$ cat src/rtl/wds_pkg.sv
// Package for windowed_delay_stats: shared-unit opcodes, the unit control
// struct, register indexes, reset values and result field widths.
`default_nettype none

package wds_pkg;

    typedef logic [1:0] t_op;

    localparam t_op OP_MUL  = 2'd0;
    localparam t_op OP_DIV  = 2'd1;
    localparam t_op OP_SQRT = 2'd2;

    typedef struct packed {
        logic start;
        t_op  op;
    } t_unit_ctl;

    localparam int CFG_IDX_W  = 1;
    localparam int CFG_DATA_W = 15;

    localparam logic [CFG_IDX_W-1:0] REG_DEFAULT_MEAN  = 1'd0;
    localparam logic [CFG_IDX_W-1:0] REG_DEFAULT_STDEV = 1'd1;

    localparam logic [CFG_DATA_W-1:0] DEFAULT_MEAN_RST  = 15'd280;
    localparam logic [CFG_DATA_W-1:0] DEFAULT_STDEV_RST = 15'd100;

    localparam int DELAY_W     = 16;
    localparam int DELAY_MAG_W = 15;
    localparam int MEAN_FRAC   = 8;
    localparam int VAR_FRAC    = 16;
    localparam int RATE_FRAC   = 16;
    localparam int TYPO_COST   = 1000;

    localparam int MEAN_W  = 23;
    localparam int STDEV_W = 23;
    localparam int RATE_W  = 17;
    localparam int COST_W  = 21;
    localparam int HELD_W  = 7;

    localparam int OUT_BITS    = MEAN_W + STDEV_W + RATE_W + COST_W + HELD_W;
    localparam int OUT_TDATA_W = ((OUT_BITS + 7) / 8) * 8;

endpackage

`default_nettype wire

$ cat src/rtl/wds_iter_unit.sv
// Shared iterative arithmetic unit: shift-add multiply, restoring divide and
// digit-by-digit square root, one bit (or root digit) per cycle on one adder.
// Depends on wds_pkg.
`default_nettype none

module wds_iter_unit #(
    parameter int W = 60,
    localparam int IW = $clog2(W + 1)
) (
    input  wire                     i_clk,
    input  wire                     i_rst_n,
    input  wire wds_pkg::t_unit_ctl i_ctl,
    input  wire  [IW-1:0]           i_iters,
    input  wire  [W-1:0]            i_x,     // multiplicand / left-aligned dividend / radicand
    input  wire  [W-1:0]            i_y,     // multiplier / divisor
    output logic [W-1:0]            o_result,
    output logic                    o_done
);
    import wds_pkg::*;

    logic          r_busy;
    logic          r_done;
    t_op           r_op;
    logic [IW-1:0] r_cnt;
    logic [W-1:0]  r_x;
    logic [W-1:0]  r_y;
    logic [W-1:0]  r_acc;
    logic [W+1:0]  r_rem;

    logic [W+1:0]  s_a;
    logic [W+1:0]  s_b;
    logic          s_sub;
    logic [W+2:0]  s_sum;
    logic          s_ge;

    always_comb begin
        s_a   = '0;
        s_b   = '0;
        s_sub = 1'b0;
        case (r_op)
            OP_MUL: begin
                s_a = {2'b00, r_acc};
                s_b = {2'b00, r_x};
            end
            OP_DIV: begin
                s_a   = {r_rem[W:0], r_x[W-1]};
                s_b   = {2'b00, r_y};
                s_sub = 1'b1;
            end
            OP_SQRT: begin
                s_a   = {r_rem[W-1:0], r_x[W-1:W-2]};
                s_b   = {r_acc, 2'b01};
                s_sub = 1'b1;
            end
            default: begin
                s_a = '0;
            end
        endcase
        s_sum = {1'b0, s_a} + {1'b0, (s_sub ? ~s_b : s_b)} + {{(W+2){1'b0}}, s_sub};
        s_ge  = s_sum[W+2];
    end

    always_ff @(posedge i_clk) begin
        if (!i_rst_n) begin
            r_busy <= 1'b0;
            r_done <= 1'b0;
        end else begin
            r_done <= 1'b0;
            if (i_ctl.start) begin
                r_busy <= 1'b1;
            end else if (r_busy && r_cnt == IW'(1)) begin
                r_busy <= 1'b0;
                r_done <= 1'b1;
            end
        end
    end

    always_ff @(posedge i_clk) begin
        if (i_ctl.start) begin
            r_op  <= i_ctl.op;
            r_cnt <= i_iters;
            r_x   <= i_x;
            r_y   <= i_y;
            r_acc <= '0;
            r_rem <= '0;
        end else if (r_busy) begin
            r_cnt <= r_cnt - IW'(1);
            case (r_op)
                OP_MUL: begin
                    if (r_y[0]) begin
                        r_acc <= s_sum[W-1:0];
                    end
                    r_x <= r_x << 1;
                    r_y <= r_y >> 1;
                end
                OP_DIV: begin
                    r_x   <= r_x << 1;
                    r_rem <= s_ge ? s_sum[W+1:0] : s_a;
                    r_acc <= {r_acc[W-2:0], s_ge};
                end
                OP_SQRT: begin
                    r_x   <= r_x << 2;
                    r_rem <= s_ge ? s_sum[W+1:0] : s_a;
                    r_acc <= {r_acc[W-2:0], s_ge};
                end
                default: begin
                    r_acc <= r_acc;
                end
            endcase
        end
    end

    assign o_result = r_acc;
    assign o_done   = r_done;

endmodule

`default_nettype wire

$ cat src/rtl/windowed_delay_stats.sv
// Top level of windowed_delay_stats: window store, sequencer and result
// register around the shared iterative unit. Depends on wds_pkg, wds_iter_unit.
//
// Keeps the last WINDOW keystroke delays and, for every input item, returns
// one result item: mean and sample deviation of the positive delays in Q8,
// typo fraction in Q1.16, cost and the number of held samples. The block takes
// one item at a time; o_s_tready is high only between items. The work for an
// item is set by the single shared adder, which does one multiplier bit,
// quotient bit or root digit per cycle: two 15-step squares, the mean divide
// (SW+8 steps), the variance products (2*CW+SW steps), the variance divide
// (NW+16 steps), the root (NW/2+8 steps) and the typo-rate divide (CW+16
// steps), where CW, SW and NW are the count, sum and product widths below;
// a dropped item skips the squares. A finished result waits in the output
// register while the next item is taken. The store needs no clearing after
// reset.
`default_nettype none

module windowed_delay_stats #(
    parameter int WINDOW = 64
) (
    input  wire                                 i_clk,
    input  wire                                 i_rst_n,
    input  wire                                 i_s_tvalid,
    output logic                                o_s_tready,
    input  wire  [wds_pkg::DELAY_W-1:0]         i_s_tdata,  // [15:0] delay_value (signed)
    output logic                                o_m_tvalid,
    input  wire                                 i_m_tready,
    // [22:0] mean_q8, [45:23] stdev_q8, [62:46] typo_rate_q16,
    // [83:63] cost_centi, [90:84] held_samples, rest zero
    output logic [wds_pkg::OUT_TDATA_W-1:0]     o_m_tdata,
    output logic                                o_m_tuser,  // [0] accepted
    input  wire                                 i_cfg_we,
    input  wire  [wds_pkg::CFG_IDX_W-1:0]       i_cfg_idx,
    input  wire  [wds_pkg::CFG_DATA_W-1:0]      i_cfg_data
);
    import wds_pkg::*;

    localparam int AW  = $clog2(WINDOW);
    localparam int CW  = $clog2(WINDOW + 1);
    localparam int SW  = DELAY_MAG_W + CW;
    localparam int SQW = 2 * DELAY_MAG_W + CW;
    localparam int NW  = CW + SQW;
    localparam int MW  = 2 * CW;
    localparam int QW  = NW + VAR_FRAC + (NW % 2);
    localparam int UW  = QW;
    localparam int IW  = $clog2(UW + 1);

    localparam logic [4:0] S_IDLE  = 5'd0;
    localparam logic [4:0] S_CHK   = 5'd1;
    localparam logic [4:0] S_RDOLD = 5'd2;
    localparam logic [4:0] S_EVICT = 5'd3;
    localparam logic [4:0] S_EVW   = 5'd4;
    localparam logic [4:0] S_ADD   = 5'd5;
    localparam logic [4:0] S_ADDW  = 5'd6;
    localparam logic [4:0] S_MEAN  = 5'd7;
    localparam logic [4:0] S_MEANW = 5'd8;
    localparam logic [4:0] S_NSQ   = 5'd9;
    localparam logic [4:0] S_NSQW  = 5'd10;
    localparam logic [4:0] S_SS    = 5'd11;
    localparam logic [4:0] S_SSW   = 5'd12;
    localparam logic [4:0] S_MM    = 5'd13;
    localparam logic [4:0] S_MMW   = 5'd14;
    localparam logic [4:0] S_VAR   = 5'd15;
    localparam logic [4:0] S_VARW  = 5'd16;
    localparam logic [4:0] S_SQRT  = 5'd17;
    localparam logic [4:0] S_SQRTW = 5'd18;
    localparam logic [4:0] S_RATE  = 5'd19;
    localparam logic [4:0] S_RATEW = 5'd20;
    localparam logic [4:0] S_DONE  = 5'd21;

    logic [4:0]             r_state;
    logic [4:0]             n_state;

    logic [DELAY_W-1:0]     r_store [WINDOW];
    logic [DELAY_W-1:0]     r_rd_data;
    logic [AW-1:0]          s_rd_addr;

    logic [AW-1:0]          r_newest;
    logic [AW-1:0]          r_wpos;
    logic [CW-1:0]          r_count;
    logic [CW-1:0]          r_npos;
    logic [CW-1:0]          r_typo;
    logic [SW-1:0]          r_sum;
    logic [SQW-1:0]         r_sq;
    logic [CFG_DATA_W-1:0]  r_def_mean;
    logic [CFG_DATA_W-1:0]  r_def_stdev;

    logic [DELAY_W-1:0]     r_v;
    logic                   r_accepted;
    logic [MEAN_W-1:0]      r_mean;
    logic [STDEV_W-1:0]     r_stdev;
    logic [RATE_W-1:0]      r_rate;
    logic [NW-1:0]          r_t1;
    logic [NW-1:0]          r_num;
    logic [MW-1:0]          r_m;
    logic [QW-1:0]          r_q;

    logic                   r_m_valid;
    logic [OUT_TDATA_W-1:0] r_m_data;
    logic                   r_m_user;

    logic                   s_full;
    logic                   s_drop;
    logic                   s_v_pos;
    logic                   s_old_pos;
    logic [AW-1:0]          s_prev_pos;
    logic                   s_out_room;
    logic [31:0]            s_cost32;
    logic [31:0]            s_held32;

    t_unit_ctl              s_ctl;
    logic [IW-1:0]          s_iters;
    logic [UW-1:0]          s_x;
    logic [UW-1:0]          s_y;
    logic [UW-1:0]          s_result;
    logic                   s_done;

    assign s_full     = (r_count == CW'(WINDOW));
    assign s_drop     = r_v[DELAY_W-1] && (r_count != '0) && r_rd_data[DELAY_W-1];
    assign s_v_pos    = !r_v[DELAY_W-1] && (r_v != '0);
    assign s_old_pos  = !r_rd_data[DELAY_W-1] && (r_rd_data != '0);
    assign s_prev_pos = (r_newest == '0) ? AW'(WINDOW - 1) : r_newest - AW'(1);
    assign s_rd_addr  = (r_state == S_IDLE) ? r_newest : r_wpos;
    assign s_out_room = !r_m_valid || i_m_tready;
    assign s_cost32   = 32'(r_sum) + 32'(r_typo) * 32'(TYPO_COST);
    assign s_held32   = 32'(r_count);

    // sequencer
    always_comb begin
        n_state = r_state;
        case (r_state)
            S_IDLE:  if (i_s_tvalid) n_state = S_CHK;
            S_CHK:   n_state = s_drop ? S_MEAN : (s_full ? S_RDOLD : S_ADD);
            S_RDOLD: n_state = S_EVICT;
            S_EVICT: n_state = s_old_pos ? S_EVW : S_ADD;
            S_EVW:   if (s_done) n_state = S_ADD;
            S_ADD:   n_state = s_v_pos ? S_ADDW : S_MEAN;
            S_ADDW:  if (s_done) n_state = S_MEAN;
            S_MEAN:  n_state = (r_npos != '0) ? S_MEANW : S_RATE;
            S_MEANW: if (s_done) n_state = (r_npos > CW'(1)) ? S_NSQ : S_RATE;
            S_NSQ:   n_state = S_NSQW;
            S_NSQW:  if (s_done) n_state = S_SS;
            S_SS:    n_state = S_SSW;
            S_SSW:   if (s_done) n_state = S_MM;
            S_MM:    n_state = S_MMW;
            S_MMW:   if (s_done) n_state = S_VAR;
            S_VAR:   n_state = S_VARW;
            S_VARW:  if (s_done) n_state = S_SQRT;
            S_SQRT:  n_state = S_SQRTW;
            S_SQRTW: if (s_done) n_state = S_RATE;
            S_RATE:  n_state = (r_count != '0) ? S_RATEW : S_DONE;
            S_RATEW: if (s_done) n_state = S_DONE;
            S_DONE:  if (s_out_room) n_state = S_IDLE;
            default: n_state = S_IDLE;
        endcase
    end

    // launch operations on the shared unit
    always_comb begin
        s_ctl.start = 1'b0;
        s_ctl.op    = OP_MUL;
        s_iters     = '0;
        s_x         = '0;
        s_y         = '0;
        case (r_state)
            S_EVICT: begin
                s_ctl.start = s_old_pos;
                s_x         = UW'(r_rd_data[DELAY_MAG_W-1:0]);
                s_y         = UW'(r_rd_data[DELAY_MAG_W-1:0]);
                s_iters     = IW'(DELAY_MAG_W);
            end
            S_ADD: begin
                s_ctl.start = s_v_pos;
                s_x         = UW'(r_v[DELAY_MAG_W-1:0]);
                s_y         = UW'(r_v[DELAY_MAG_W-1:0]);
                s_iters     = IW'(DELAY_MAG_W);
            end
            S_MEAN: begin
                s_ctl.start = (r_npos != '0);
                s_ctl.op    = OP_DIV;
                s_x         = UW'({r_sum, {MEAN_FRAC{1'b0}}}) << (UW - SW - MEAN_FRAC);
                s_y         = UW'(r_npos);
                s_iters     = IW'(SW + MEAN_FRAC);
            end
            S_NSQ: begin
                s_ctl.start = 1'b1;
                s_x         = UW'(r_sq);
                s_y         = UW'(r_npos);
                s_iters     = IW'(CW);
            end
            S_SS: begin
                s_ctl.start = 1'b1;
                s_x         = UW'(r_sum);
                s_y         = UW'(r_sum);
                s_iters     = IW'(SW);
            end
            S_MM: begin
                s_ctl.start = 1'b1;
                s_x         = UW'(r_npos - CW'(1));
                s_y         = UW'(r_npos);
                s_iters     = IW'(CW);
            end
            S_VAR: begin
                s_ctl.start = 1'b1;
                s_ctl.op    = OP_DIV;
                s_x         = UW'({r_num, {VAR_FRAC{1'b0}}}) << (UW - NW - VAR_FRAC);
                s_y         = UW'(r_m);
                s_iters     = IW'(NW + VAR_FRAC);
            end
            S_SQRT: begin
                s_ctl.start = 1'b1;
                s_ctl.op    = OP_SQRT;
                s_x         = UW'(r_q);
                s_iters     = IW'(QW / 2);
            end
            S_RATE: begin
                s_ctl.start = (r_count != '0);
                s_ctl.op    = OP_DIV;
                s_x         = UW'({r_typo, {RATE_FRAC{1'b0}}}) << (UW - CW - RATE_FRAC);
                s_y         = UW'(r_count);
                s_iters     = IW'(CW + RATE_FRAC);
            end
            default: begin
                s_ctl.start = 1'b0;
            end
        endcase
    end

    wds_iter_unit #(
        .W (UW)
    ) u_unit (
        .i_clk    (i_clk),
        .i_rst_n  (i_rst_n),
        .i_ctl    (s_ctl),
        .i_iters  (s_iters),
        .i_x      (s_x),
        .i_y      (s_y),
        .o_result (s_result),
        .o_done   (s_done)
    );

    // window store
    always_ff @(posedge i_clk) begin
        if (r_state == S_ADD) begin
            r_store[r_wpos] <= r_v;
        end
        r_rd_data <= r_store[s_rd_addr];
    end

    // architectural state and control
    always_ff @(posedge i_clk) begin
        if (!i_rst_n) begin
            r_state     <= S_IDLE;
            r_newest    <= '0;
            r_count     <= '0;
            r_npos      <= '0;
            r_typo      <= '0;
            r_sum       <= '0;
            r_sq        <= '0;
            r_def_mean  <= DEFAULT_MEAN_RST;
            r_def_stdev <= DEFAULT_STDEV_RST;
            r_m_valid   <= 1'b0;
        end else begin
            r_state <= n_state;
            if (i_cfg_we) begin
                case (i_cfg_idx)
                    REG_DEFAULT_MEAN:  r_def_mean  <= i_cfg_data;
                    REG_DEFAULT_STDEV: r_def_stdev <= i_cfg_data;
                    default:           r_def_mean  <= r_def_mean;
                endcase
            end
            case (r_state)
                S_EVICT: begin
                    if (!s_old_pos) begin
                        r_typo <= r_typo - CW'(1);
                    end
                end
                S_EVW: begin
                    if (s_done) begin
                        r_npos <= r_npos - CW'(1);
                        r_sum  <= r_sum - SW'(r_rd_data[DELAY_MAG_W-1:0]);
                        r_sq   <= r_sq - SQW'(s_result[2*DELAY_MAG_W-1:0]);
                    end
                end
                S_ADD: begin
                    r_newest <= r_wpos;
                    if (!s_full) begin
                        r_count <= r_count + CW'(1);
                    end
                    if (!s_v_pos) begin
                        r_typo <= r_typo + CW'(1);
                    end
                end
                S_ADDW: begin
                    if (s_done) begin
                        r_npos <= r_npos + CW'(1);
                        r_sum  <= r_sum + SW'(r_v[DELAY_MAG_W-1:0]);
                        r_sq   <= r_sq + SQW'(s_result[2*DELAY_MAG_W-1:0]);
                    end
                end
                default: begin
                    r_newest <= r_newest;
                end
            endcase
            if (r_state == S_DONE && s_out_room) begin
                r_m_valid <= 1'b1;
            end else if (i_m_tready) begin
                r_m_valid <= 1'b0;
            end
        end
    end

    // item payload and statistics
    always_ff @(posedge i_clk) begin
        case (r_state)
            S_IDLE: begin
                if (i_s_tvalid) begin
                    r_v <= i_s_tdata;
                end
            end
            S_CHK: begin
                r_accepted <= !s_drop;
                if (!s_drop) begin
                    r_wpos <= s_prev_pos;
                end
            end
            S_MEAN: begin
                if (r_npos == '0) begin
                    r_mean  <= {r_def_mean, {MEAN_FRAC{1'b0}}};
                    r_stdev <= {r_def_stdev, {MEAN_FRAC{1'b0}}};
                end
            end
            S_MEANW: begin
                if (s_done) begin
                    r_mean <= s_result[MEAN_W-1:0];
                    if (r_npos <= CW'(1)) begin
                        r_stdev <= {r_def_stdev, {MEAN_FRAC{1'b0}}};
                    end
                end
            end
            S_NSQW:  if (s_done) r_t1 <= s_result[NW-1:0];
            S_SSW:   if (s_done) r_num <= r_t1 - s_result[NW-1:0];
            S_MMW:   if (s_done) r_m <= s_result[MW-1:0];
            S_VARW:  if (s_done) r_q <= s_result[QW-1:0];
            S_SQRTW: if (s_done) r_stdev <= s_result[STDEV_W-1:0];
            S_RATE: begin
                if (r_count == '0) begin
                    r_rate <= '0;
                end
            end
            S_RATEW: if (s_done) r_rate <= s_result[RATE_W-1:0];
            S_DONE: begin
                if (s_out_room) begin
                    r_m_user <= r_accepted;
                    r_m_data <= {{(OUT_TDATA_W-OUT_BITS){1'b0}},
                                 s_held32[HELD_W-1:0],
                                 s_cost32[COST_W-1:0],
                                 r_rate, r_stdev, r_mean};
                end
            end
            default: begin
                r_accepted <= r_accepted;
            end
        endcase
    end

    assign o_s_tready = (r_state == S_IDLE);
    assign o_m_tvalid = r_m_valid;
    assign o_m_tdata  = r_m_data;
    assign o_m_tuser  = r_m_user;

`ifndef SYNTHESIS
    a_counts_agree: assert property (@(posedge i_clk) disable iff (!i_rst_n)
        (r_state == S_IDLE) |-> (CW'(r_npos + r_typo) == r_count))
        else $error("positive and typo counts do not add up to held samples");

    a_empty_sums: assert property (@(posedge i_clk) disable iff (!i_rst_n)
        (r_state == S_IDLE && r_npos == '0) |-> (r_sum == '0 && r_sq == '0))
        else $error("sums nonzero with no positive delay held");

    a_unit_idle: assert property (@(posedge i_clk) disable iff (!i_rst_n)
        s_done |-> (r_state != S_IDLE && r_state != S_DONE))
        else $error("shared unit finished outside an operation");
`endif

endmodule

`default_nettype wire
$ cat config.mk
export PLATFORM = sky130hd
export DESIGN_NAME = windowed_delay_stats
export DESIGN_NICKNAME = d
export VERILOG_FILES = /design/src/rtl/wds_pkg.sv /design/src/rtl/wds_iter_unit.sv /design/src/rtl/windowed_delay_stats.sv
export SDC_FILE = /design/constraint.sdc
export NUM_CORES = 2
export LEC_CHECK = 0
export BUFFER_PORTS_ARGS = -buffer_cell sky130_fd_sc_hd__buf_2
export CAP_MARGIN = 30
export CORE_AREA = 2 2 523 525
export DETAILED_ROUTE_END_ITERATION = 10
export DIE_AREA = 0 0 525 527
export PLACE_DENSITY = 0.4
export SLEW_MARGIN = 10
export SYNTH_ARGS = -nofsm -noshare
export SYNTH_HDL_FRONTEND = slang
export SYNTH_SLANG_ARGS = --single-unit
$ cat constraint.sdc
create_clock -name i_clk -period 11.7 [get_ports i_clk]
set_input_delay 0.585 -clock i_clk [delete_from_list [all_inputs] [get_ports i_clk]]
set_output_delay 0.585 -clock i_clk [all_outputs]
set_load 0.01 [all_outputs]
# Yosys cells after proc, flatten, opt, wreduce, memory -nomap -nowiden
# Memory sizes are Yosys's and may differ from the RTL's. A register that Yosys moved wholly into a read port is not among the register bits.
# Index checks and enable logic that the tools add are counted.
[word_totals]
ramBits = 1024
regBits = 713
mem_count = 1
out_inout_bits = 99
[op_classes]
mux = 69
n_lt_le_gt_ge = 2
eq_ne = 42
n_bitwise = 5
add_sub_neg = 16
multipliers = 1
reduce_logical = 60
[mem_list]
columns = ["memory", "words", "word_bits", "read_ports", "rd_ports_with_merged_regs", "write_ports", "line_no", "rtl"]
rows = [
  ["r_store", 64, 16, 1, 1, 1, "windowed_delay_stats.sv:74", "logic [DELAY_W-1:0] r_store [WINDOW];"],
]
[ops]
columns = ["op", "count"]
rows = [
  ["60-bit one-hot mux with 9 select lines", 1],
  ["62-bit one-hot mux with 3 select lines", 2],
  ["60-bit two-way mux", 6],
  ["60-bit one-hot mux with 2 select lines", 2],
  ["22-bit one-hot mux with 6 select lines", 1],
  ["23-bit two-way mux", 5],
  ["5-bit one-hot mux with 22 select lines", 1],
  ["37-bit two-way mux", 2],
  ["37-bit one-hot mux with 2 select lines", 1],
  ["23-bit one-hot mux with 3 select lines", 1],
  ["5-bit two-way mux", 13],
  ["62-bit by 62-bit adder with 63-bit output", 1],
  ["63-bit by 1-bit adder with 63-bit output", 1],
  ["62-bit two-way mux", 1],
  ["62-bit inverter", 1],
  ["61-bit two-way mux", 1],
  ["23-bit one-hot mux with 2 select lines", 1],
  ["22-bit two-way mux", 2],
  ["22-bit one-hot mux with 2 select lines", 1],
  ["44-bit subtractor", 1],
  ["5-bit by 4-bit == test with 1-bit output, second input constant", 8],
  ["37-bit by 30-bit adder with 37-bit output", 1],
  ["37-bit by 30-bit subtractor with 37-bit output", 1],
  ["6-bit one-hot mux with 6 select lines", 1],
  ["48 further kinds", 139],
]

# Depth between registers and ports, before layout
[logic_depth]
depth_word = 8
ltp_mapped = 23

# Cells and area by module
# A second synthesis with hierarchy kept.
[unflattened]
cells_unflattened = 7294
area_unflattened_um2 = 84143.2
[by_module_without_submodules]
columns = ["mod", "instances", "cells_each", "area_each_um2"]
rows = [
  ["windowed_delay_stats", 1, 5237, 66368.7],
  ["wds_iter_unit", 1, 2057, 17774.5],
]

# Worst setup path after synthesis
# OpenSTA, ideal clock, no wires.
[synth_path]
path_type = "reg-to-reg"
startpoint = "register r_state[2]"
endpoint = "register r_m_data[0], in the netlist o_m_tdata[0] (enable)"
t_arrival_ns = 7.452
stages_incl_launch_ff = 6
slack_ns = 3.593
n_path_buf = 2
setup_ns = 0.656
required_time_ns = 11.044
path_cell_list = "dfxtp_1 > clkbuf_1 > nand2_1 > or2_2 > clkbuf_1 > nor3_1"
[synth_between]
elab_chain_len = 2
[synth_rtl]
columns = ["element", "line_no", "rtl"]
rows = [
  ["start, declared", "windowed_delay_stats.sv:71", "logic [4:0] r_state;"],
  ["start signal, assigned", "windowed_delay_stats.sv:264", "r_state <= n_state;"],
  ["5-bit == test", "windowed_delay_stats.sv:315", "case (r_state)"],
  ["2-bit AND reduction (no line)", "-", ""],
  ["end signal, assigned", "windowed_delay_stats.sv:355", "r_m_data <= {{(OUT_TDATA_W-OUT_BITS){1'b0}},"],
  ["end, declared", "windowed_delay_stats.sv:99", "logic [OUT_TDATA_W-1:0] r_m_data;"],
]
# Every way passes these cells.
# A chain may end at the register's enable or synchronous reset.

# Worst setup path after layout
[layout_path]
startpoint = "register u_unit.r_op[0]"
endpoint = "register u_unit.r_rem[57]"
[layout_between]
elab_chain_len = 7
elab_cells_between_ends = 13
classes_between = "add/sub: 2; eq/ne: 2; mux: 5; bitwise: 1; reduce/logical: 3"
[layout_rtl]
columns = ["element", "line_no", "rtl"]
rows = [
  ["start, declared", "wds_iter_unit.sv:23", "t_op r_op;"],
  ["start signal, assigned", "wds_iter_unit.sv:80", "r_op <= i_ctl.op;"],
  ["2-bit == test, or another cell as far along", "wds_iter_unit.sv:40, wds_iter_unit.sv:88", ""],
  ["62-bit one-hot mux with 3 select lines or 2-bit OR reduction (tied branches)", "-", ""],
  ["62-bit inverter or 1-bit two-way mux (tied branches)", "wds_iter_unit.sv:59, wds_iter_unit.sv:40", ""],
  ["62-bit two-way mux", "wds_iter_unit.sv:59", "s_sum = {1'b0, s_a} + {1'b0, (s_sub ? ~s_b : s_b)} + {{(W+2){1'b0}}, s_sub};"],
  ["62-bit by 62-bit adder with 63-bit output", "wds_iter_unit.sv:59", ""],
  ["63-bit by 1-bit adder with 63-bit output", "wds_iter_unit.sv:59", ""],
  ["61-bit two-way mux", "wds_iter_unit.sv:98, wds_iter_unit.sv:103", ""],
  ["end signal, assigned", "wds_iter_unit.sv:98", "r_rem <= s_ge ? s_sum[W+1:0] : s_a;"],
  ["end signal, assigned", "wds_iter_unit.sv:103", "r_rem <= s_ge ? s_sum[W+1:0] : s_a;"],
  ["end, declared", "wds_iter_unit.sv:28", "logic [W+1:0] r_rem;"],
]
# Several ways; a longest one is shown, not always the timed one.

==> out/metrics.yaml <==
clocking:
  clkSinkCount: 1715
  cts_tree: "done"
  cts_resized: 0
  clk_pin_slew_ps: 60
  ctsRootBufferMaster: "clkbuf_16"
  clk_path_buf_depth: 4
  numCtsBuffers: 201
  clkLatencyLatePin_ps: 880
  h-tree-depth: 4
routing:
  wire_per_inst_um: 27.2
  vias: 54500
  drt-total-wl_mm: 278
  via_per_inst: 5.34
  drtPass1Iterations: 10
  drc: 0
  wl_met1_mm: 132
  wl_met2_mm: 127
  highest_layer: "met4"
  final_antenna_net_count: 0
  drt_iter0_markers: 5423
  wl_met3_mm: 13.1
layout:
  fin_nets: 6731
  seq_area_mm2: 0.0489
  area_growth_syn_to_layout_pct: 14.6
  layout-drive-gt1-share_pct: 14.1
  postLayoutCoreUtil_pct: 34.2
  fillers: 26700
  final_area_mm2: 0.0928
  multiInputGateArea_mm2: 0.0300
synth:
  yosysSeqAreaShare_pct: 60.4
  ys_seq_elements: 1715
  yosys-top-cells-area: "edfxtp_1 54%, mux4_2 7.1%, dfxtp_1 6.5%"
  synthFlopType: "edfxtp_1"
  yosysUniqueCellTypes: 92
  synth.avg_cell_area_um2: 12.9
  yosysTopAreaCellShare_pct: 53.9
  synth_top_cell_by_area: "edfxtp_1"
  syn_inst: 6297
  synthArstFlopShare_pct: 0
  yosys_warnings: 0
  synth_edf_count: 1454
  syn_area_mm2: 0.0810
timing:
  rsz0062_at_grt: "no"
  clock-skew-final_ps: 89.0
  slew_viol_final: 0
  min_period_ps: 6940
  hold_viol: 0
  clock.fmax_mhz: 144
  slew_headroom_pct: 28.2
  setup_viol: 0
  worstMarginPinSlew_ps: 1050
  fin_tns_setup_ps: 0
  timing.final.crit_share_pct: 59.3
critical_path:
  endpoint_kind: "register"
  crit_top_cell: "a21oi_1"
  crit_arrival_ps: 7690
  crit_slowest_cell: "o41a_2"
  worstPathRequired_ps: 12450
  cp_max_fo: 175
  path_cells: "inv_1 -> ha_4 -> buf_12 -> a222oi_1 -> nor3b_1 -> nor2b_1 -> fa_1 -> a211oi_1 -> o21ai_1 -> a21boi_2 -> a21oi_1 -> a311oi_1 -> a21oi_1 -> o41a_2 -> buf_4 -> nand3_1 -> or4_1 -> nand2_1"
  crit_type: "register to register"
  cp-start-kind: "register"
  max_stage_delay_ps: 670
floorplanning:
  initial_utilization_pct: 29.8
  die_x_um: 525
  rows: 192
  coreArea_mm2: 0.272
  die_h_um: 527
  ios: 136
  dieArea_mm2: 0.277
run_status:
  outcome: "complete, no violations"
global_routing:
  grt_pass1_vias: 53600
  grtUsageTotal_pct: 19.6
  grt_max_degree: 176
  antenna_found_initial: 15
  gr-total-overflow: 0
  grt_pass1_wl_mm: 400
min_path:
  min-delay-path-class: "primary input to register"
placement:
  postPlaceCellArea_mm2: 0.0863
  dpl.hpwl_mm: 185
  gp_congestion: 0.879
  numPortBuffers: 130
job:
  maxCapViolCount: 0
pwr:
  leakage_nw: 31.3
  power.total_mw: 23.9
  peakVddDrop_v: 0.000223
  p_per_area_mw_per_mm2: 258
[where the power goes]
part | internal, mW | leakage (nW) | total, mW | switching (mW)
Clock | 3.51 | 3.02 | 6.09 | 2.58
Sequential | 7.34 | 15.3 | 7.83 | 0.491
Combinational | 3.57 | 13.0 | 10.0 | 6.43
[Yosys cell counts (54+ instances only)]
library cell / instances
o21ai_0: 243
a222oi_1: 91
buf_2: 54
dfxtp_1: 261
xnor2_1: 221
a21o_1: 86
ha_1: 228
xor2_1: 71
and2_1: 75
nor2b_1: 67
nand3_1: 58
a22oi_1: 68
a211oi_1: 184
inv_1: 147
nand2_1: 603
nor2_1: 460
nor3_1: 82
clkbuf_1: 300
mux4_2: 256
a31oi_1: 142
edfxtp_1: 1454
a21oi_1: 476
[cells in the final DEF (no fill, tap or decap), types with 26 or more instances in the layout]
cell type and count:
edfxtp_1 1454, nand2_1 601, a21oi_1 475, nor2_1 439
dfxtp_1 261, mux4_2 256, o21ai_0 243, ha_1 224
xnor2_1 221, clkbuf_16 201, a211oi_1 184, buf_4 183
inv_1 145, a31oi_1 142, buf_2 130, a222oi_1 91
a21o_1 86, nor3_1 79, and2_1 74, xor2_1 71
a22oi_1 68, nor2b_1 66, nand3_1 57, clkbuf_1 53
nand4_1 51, a22o_1 51, mux2i_1 43, a311oi_1 43
clkinv_1 39, o21bai_1 38, dlygate4sd3_1 31, a221oi_1 30
nand2b_1 27, o21a_1 27, clkinv_2 27, nor4_1 26
[worst max-delay path: cells and delay by family (launching register included)]
kind                     cells  cell delay [ps]
AO/OA/AOI/OAI                8             2680
adder cells (fa/ha/maj)      2              940
buffers and inverters        3             1280
flip-flops                   1              500
AND/OR/NAND/NOR              5             1260
[kinds of logic after synthesis]
group           share of synthesized area, %
simple gates                            8.63
compound gates                          13.1
fa+ha+maj                               4.12
xor+xnor                                3.16
buf+inv                                 2.85
flops                                   60.4
mux                                     7.73
other cells                          0.00463
[per-stage QoR]
step           hold slack, ps  worst slack (ps)  cells
3_3_place_gp              401              5040   9784
6_report                  277              4760  10200
3_5_place_dp              405              4850   9796
5_1_grt                   257              4340  10200
2_1_floorplan             400              3590   6301
4_1_cts                   205              4780  10200
[final cells by class]
cell class,count,share of cell area (%)
diodes,10,0.0270
clock buffers,262,5.75
clock inverters,91,0.940
inverters,155,0.638
multi-input cells,4013,32.4
flip-flops and latches,1715,52.7
well taps,3589,4.84
repair buffers,356,2.75
[what timing repair did]
item | CTS | global route
endpoints found under the hold margin | 46 | 0
hold buffers | 31 | 0
setup buffers | 0 | 0
[routing by layer]
layer	GRT usage [%]	vias to the layer above
met2	30.9	1471
li1	-	24600
met5	0	-
met3	2.44	286
met4	4.26	0
met1	28.6	28100
[state kept, by name, summed over array words and instances, names as in the netlist, 7 cells and up]
name	flops
r_store	1024
o_m_tdata	91
u_unit.r_rem	61
r_q	60
u_unit.o_result	60
u_unit.r_x	60
r_num	44
r_t1	44
r_sq	37
r_mean	23
r_stdev	23
r_sum	22
u_unit.r_y	22
r_rate	17
r_rd_data	16
r_v	16
r_def_mean	15
r_def_stdev	15
r_m	14
r_count	7
r_npos	7
r_typo	7
[path summary, 6_finish.rpt]
check                 startpoint          endpoint  slack (ps)  cells after the start
setup / recovery  u_unit.r_op[0]  u_unit.r_rem[57]        4760                     18
hold / removal         i_cfg_idx    r_def_mean[12]         280                      5
setup reg to reg  u_unit.r_op[0]  u_unit.r_rem[57]        4760                     18
hold reg to reg       r_stdev[1]     o_m_tdata[24]         420                      0
(Power assumes the default switching activity.)
